<file path="src/design/assert_macros.svh">
// ----------------------------------------------------------------------------
// Assertion macros
// Shared concurrent assertion wrappers, clocked on clk, off during reset.
// ----------------------------------------------------------------------------
`ifndef ASSERT_MACROS_SVH
`define ASSERT_MACROS_SVH

// property must hold at every clock edge out of reset
`define ASSERT_CLK(label, prop, msg) \
	label: assert property (@(posedge clk) disable iff (!arst_n) prop) else $error(msg);

// condition must never be seen out of reset
`define ASSERT_NEVER(label, cond, msg) \
	label: assert property (@(posedge clk) disable iff (!arst_n) !(cond)) else $error(msg);

`endif

</file>
<file path="src/design/cicd_pkg.sv">
// ----------------------------------------------------------------------------
// CIC decimator package
// Widths, register map, defaults and the control word passed along the cells.
// ----------------------------------------------------------------------------
`default_nettype none

package cicd_pkg;

	// parameter defaults
	localparam int STAGES_DEF    = 4;
	localparam int MAX_DELAY_DEF = 32;
	localparam int ACC_WIDTH_DEF = 32;
	localparam int IN_WIDTH_DEF  = 16;

	// register fields
	localparam int RATIO_W   = 13;
	localparam int DELAY_W   = 6;
	localparam int PHASE_W   = 12;
	localparam int EDW       = 7;   // effective delay, holds MAX_DELAY up to 64
	localparam int PTR_MAX_W = 6;   // pointer field, covers MAX_DELAY up to 64

	localparam logic [RATIO_W-1:0] RATIO_MAX   = 13'd4096;
	localparam logic [RATIO_W-1:0] RATIO_RESET = 13'd1;
	localparam logic [DELAY_W-1:0] DELAY_RESET = 6'd2;

	// APB map, word index taken from paddr[2]
	localparam int PADDR_W  = 3;
	localparam int PDATA_W  = 32;
	localparam logic REG_RATIO = 1'b0;
	localparam logic REG_DELAY = 1'b1;

	// output word
	localparam int OUT_W  = 32;
	localparam int OUT_TW = 40;

	typedef struct packed {
		logic                 valid;
		logic                 dec;
		logic [PTR_MAX_W-1:0] ptr;
		logic                 ovf;
	} cicd_ctl_t;

endpackage

`default_nettype wire

</file>
<file path="src/design/cicd_integ_cell.sv">
// ----------------------------------------------------------------------------
// CIC integrator cell
// One accumulator stage; adds the upstream word once per valid word.
// ----------------------------------------------------------------------------
`default_nettype none

module cicd_integ_cell
	import cicd_pkg::*;
#(
	parameter int ACC_W = ACC_WIDTH_DEF,
	parameter int IN_W  = ACC_WIDTH_DEF
) (
	input  wire logic             clk,
	input  wire logic             arst_n,
	input  wire logic             adv,
	input  wire cicd_ctl_t        in_ctl,
	input  wire logic [IN_W-1:0]  in_data,
	output cicd_ctl_t             out_ctl,
	output logic      [ACC_W-1:0] out_data
);

	localparam int SW = ((ACC_W > IN_W) ? ACC_W : IN_W) + 1;

	logic [ACC_W-1:0] acc_q;
	cicd_ctl_t        ctl_q;
	logic [SW-1:0]    sum_full;
	logic             sum_ovf;

	assign sum_full = SW'($signed(acc_q)) + SW'($signed(in_data));
	// true sum must survive a round trip through the accumulator width
	assign sum_ovf  = sum_full != SW'($signed(sum_full[ACC_W-1:0]));

	always_ff @(posedge clk or negedge arst_n) begin
		if (!arst_n) begin
			acc_q <= '0;
			ctl_q <= '0;
		end else if (adv) begin
			ctl_q <= '{valid: in_ctl.valid,
			           dec:   in_ctl.dec,
			           ptr:   in_ctl.ptr,
			           ovf:   in_ctl.ovf | (in_ctl.valid & sum_ovf)};
			if (in_ctl.valid) begin
				acc_q <= sum_full[ACC_W-1:0];
			end
		end
	end

	assign out_ctl  = ctl_q;
	assign out_data = acc_q;

endmodule

`default_nettype wire

</file>
<file path="config.mk">
export PLATFORM = sky130hd
export DESIGN_NAME = cicd_integ_cell
export DESIGN_NICKNAME = d
export VERILOG_FILES = /design/src/design/assert_macros.svh /design/src/design/cicd_pkg.sv /design/src/design/cicd_integ_cell.sv
export SDC_FILE = /design/constraint.sdc
export NUM_CORES = 1
export LEC_CHECK = 0
export ABC_AREA = 1
export BUFFER_PORTS_ARGS = -buffer_cell sky130_fd_sc_hd__buf_2
export CORE_ASPECT_RATIO = 0.8
export CORE_UTILIZATION = 42
export CTS_BUF_LIST = sky130_fd_sc_hd__clkbuf_8
export CTS_CLUSTER_DIAMETER = 40
export DETAILED_ROUTE_END_ITERATION = 10
export PLACE_DENSITY = 0.76
export SYNTH_ARGS = -nofsm -noshare
export SYNTH_HDL_FRONTEND = slang
export SYNTH_SLANG_ARGS = --single-unit
</file>
<file path="constraint.sdc">
create_clock -name clk -period 4.1 [get_ports clk]
set_input_delay 0.82 -clock clk [delete_from_list [all_inputs] [get_ports clk]]
set_output_delay 0.82 -clock clk [all_outputs]
set_load 0.01 [all_outputs]
</file>
==> out/qor.csv <==
metric,value,unit
vias in the first global route,3659,
worst min path class,flip-flop to flip-flop,
DR DRC count,0,
WL per Instance,13.2,µm
synthesized area,3710,µm²
final max-slew violation count,0,
Worst Hold Path EP,out_ctl[6],
diode count,0,
Max-Cap Viols,0,
vias per cell,4.97,
CP startpoint kind,input pin,
VDD IR-drop max,0.259,mV
row cnt,30,
clk_lat worst skew,300,ps
register area share after synthesis,27.6,%
Setup Skew,9.32,ps
Worst-Margin Slew,971,ps
RSZ-0062 raised after global routing,false,
outcome,completed,
fillers,863,
total power,3.14,mW
antenna-violating nets left,0,
routed length on met3,690,µm
gr ovfl total,0,
Max Used Layer,met4,
Max Freq,424,MHz
Hold Path Stages,2,
largest area contributor in the netlist,dfrtp_1,
die height,86.1,µm
H-tree depth,2,
Yosys cell types,34,
initial antenna violation count,0,
CTS buffer count,5,
Clock transition at path regs,90,ps
Layout area overhead,16.7,%
Post CTS Setup Buffer Count,0,
fin crit share,57.6,%
LEAKAGE,2.47,nW
final WL,10100,µm
synthesis-stage register bit count,41,
CTS tree,built,
CP Data Required Time,4280,ps
top-count cell post-synth,nand2_1,
hold_sp,out_ctl[6],
share of the synthesized area in the top cell type,27.6,%
core area,8520,µm²
drt first pass iters,5,
Critical Path Sink Type,flip-flop,
Vias,3779,
Rel. slew slack,35.3,%
WP data arrival,2540,ps
met2 wire len,4350,µm
fin nets,725,
cts repair resizes,0,
chip width,107,µm
setup TNS,0,ps
first-pass GRT wire length,17200,µm
most frequent cells after synthesis,"nand2_1, inv_1, nor2_1",
Ys Warns,0,
total I/O pin count,85,
hold_buf cts,0,
CTS root buf,clkbuf_8,
Async SR Flop Fraction,100,%
DP Wirelength,8130,µm
PD cells,725,nW/µm²
top post-synthesis cells by area,"dfrtp_1, nand2_1, ha_1",
Critical Path Fanout Max,3,
DRT met1 WL,4990,µm
Main synth FF type,dfrtp_1,
port bufs,84,
setup violators final,0,
R2R setup slack,1950,ps
Critical R2R Capture,out_data[18],
initial core utilization,43.6,%
Post-synth EDFFs,0,
Fin. Hold Viols,0,
R2R cell count,13,
reg2reg start,out_data[0],
post-synth net total,640,
Max clock buf depth,2,
largest net degree at the start of global routing,48,
final hold slack,481,ps
cell count after synthesis,563,
Synth Area per Inst,6.60,µm²
total track usage,23.5,%
Final min period,2360,ps
Detailed Route Iter0 Violations,203,
RePlAce Congestion,0.845,
Die ar.,9220,µm²
share of cells above drive strength 1,20.5,%
# clock sinks,41,
WS Path Type,input pin to flip-flop,
==> worst max-delay path, cell delays in order <==
cell and delay [ps]:
buf_2 100, ha_1 230, fa_1 390, nand2_1 110
nand2_1 80, and2_4 160, nand2_4 60, nand2_4 60
nand2_4 60, nand2_4 60, a21oi_2 190, nand2_1 70
nand3_1 80, nand2_1 70
==> layout make-up <==
type	instances	area (µm²)	share of cell area [%]
clock inverter	3	17.5	0.404
sequential	41	1030	23.7
tap	112	140	3.23
clock buffer	5	68.8	1.59
timing repair buffer	85	428	9.87
inverter	66	248	5.71
multi-input combinational	449	2410	55.5
==> worst max path at each step <==
stage,slack [ps],startpoint,to
2_1_floorplan,1760,in_data[0],out_data[14]
3_3_place_gp,1490,in_data[0],out_data[18]
3_5_place_dp,1430,in_data[0],out_data[18]
4_1_cts,1750,in_data[0],out_data[18]
5_1_grt,1610,in_data[0],out_data[18]
6_report,1740,in_data[0],out_data[18]
==> metal layers <==
metal / track usage (%) / vias to the layer above
li1: - / 1955
met1: 34.2 / 1691
met2: 37.3 / 129
met3: 4.18 / 4
met4: 3.24 / 0
met5: 0 / -
==> placed cells by master, fill, tap and decap left out, types with 13 or more instances in the layout <==
cell type,n
nand2_1,223
buf_2,84
inv_1,62
nor2_1,44
dfrtp_1,41
ha_1,32
a21oi_1,28
nand3_1,26
nand2_2,16
xnor2_1,16
o21ai_0,13
==> state kept, by name, summed over array words and instances (netlist names) <==
register and cells:
out_ctl 9, out_data 32
==> kinds of logic (layout without fill, tap and decap cells) <==
family / count (synthesis) / after routing / share of synthesized area (%)
AOI/OAI and AO/OA: 62 / 62 / 9.91
xor gates and xnor gates: 16 / 16 / 3.77
adders and majority gates: 33 / 33 / 11.3
buffers and inverters: 73 / 159 / 7.55
DFF: 41 / 41 / 27.6
and+or+nand+nor: 338 / 338 / 39.8
==> where the power goes <==
part / internal, mW / switching, mW
clock: 0.118 / 0.161
sequential: 0.563 / 0.135
combinational: 0.816 / 1.35
==> stage by stage <==
stage	worst slack (ps)	cells	cell area (µm²)	util, %
6_report	1740	761	4340	50.9
5_1_grt	1610	761	4340	50.9
4_1_cts	1750	761	4340	50.9
3_5_place_dp	1430	753	4250	49.9
3_3_place_gp	1490	753	4250	49.9
2_1_floorplan	1760	563	3710	-
Power figures use the tool's default switching activity.
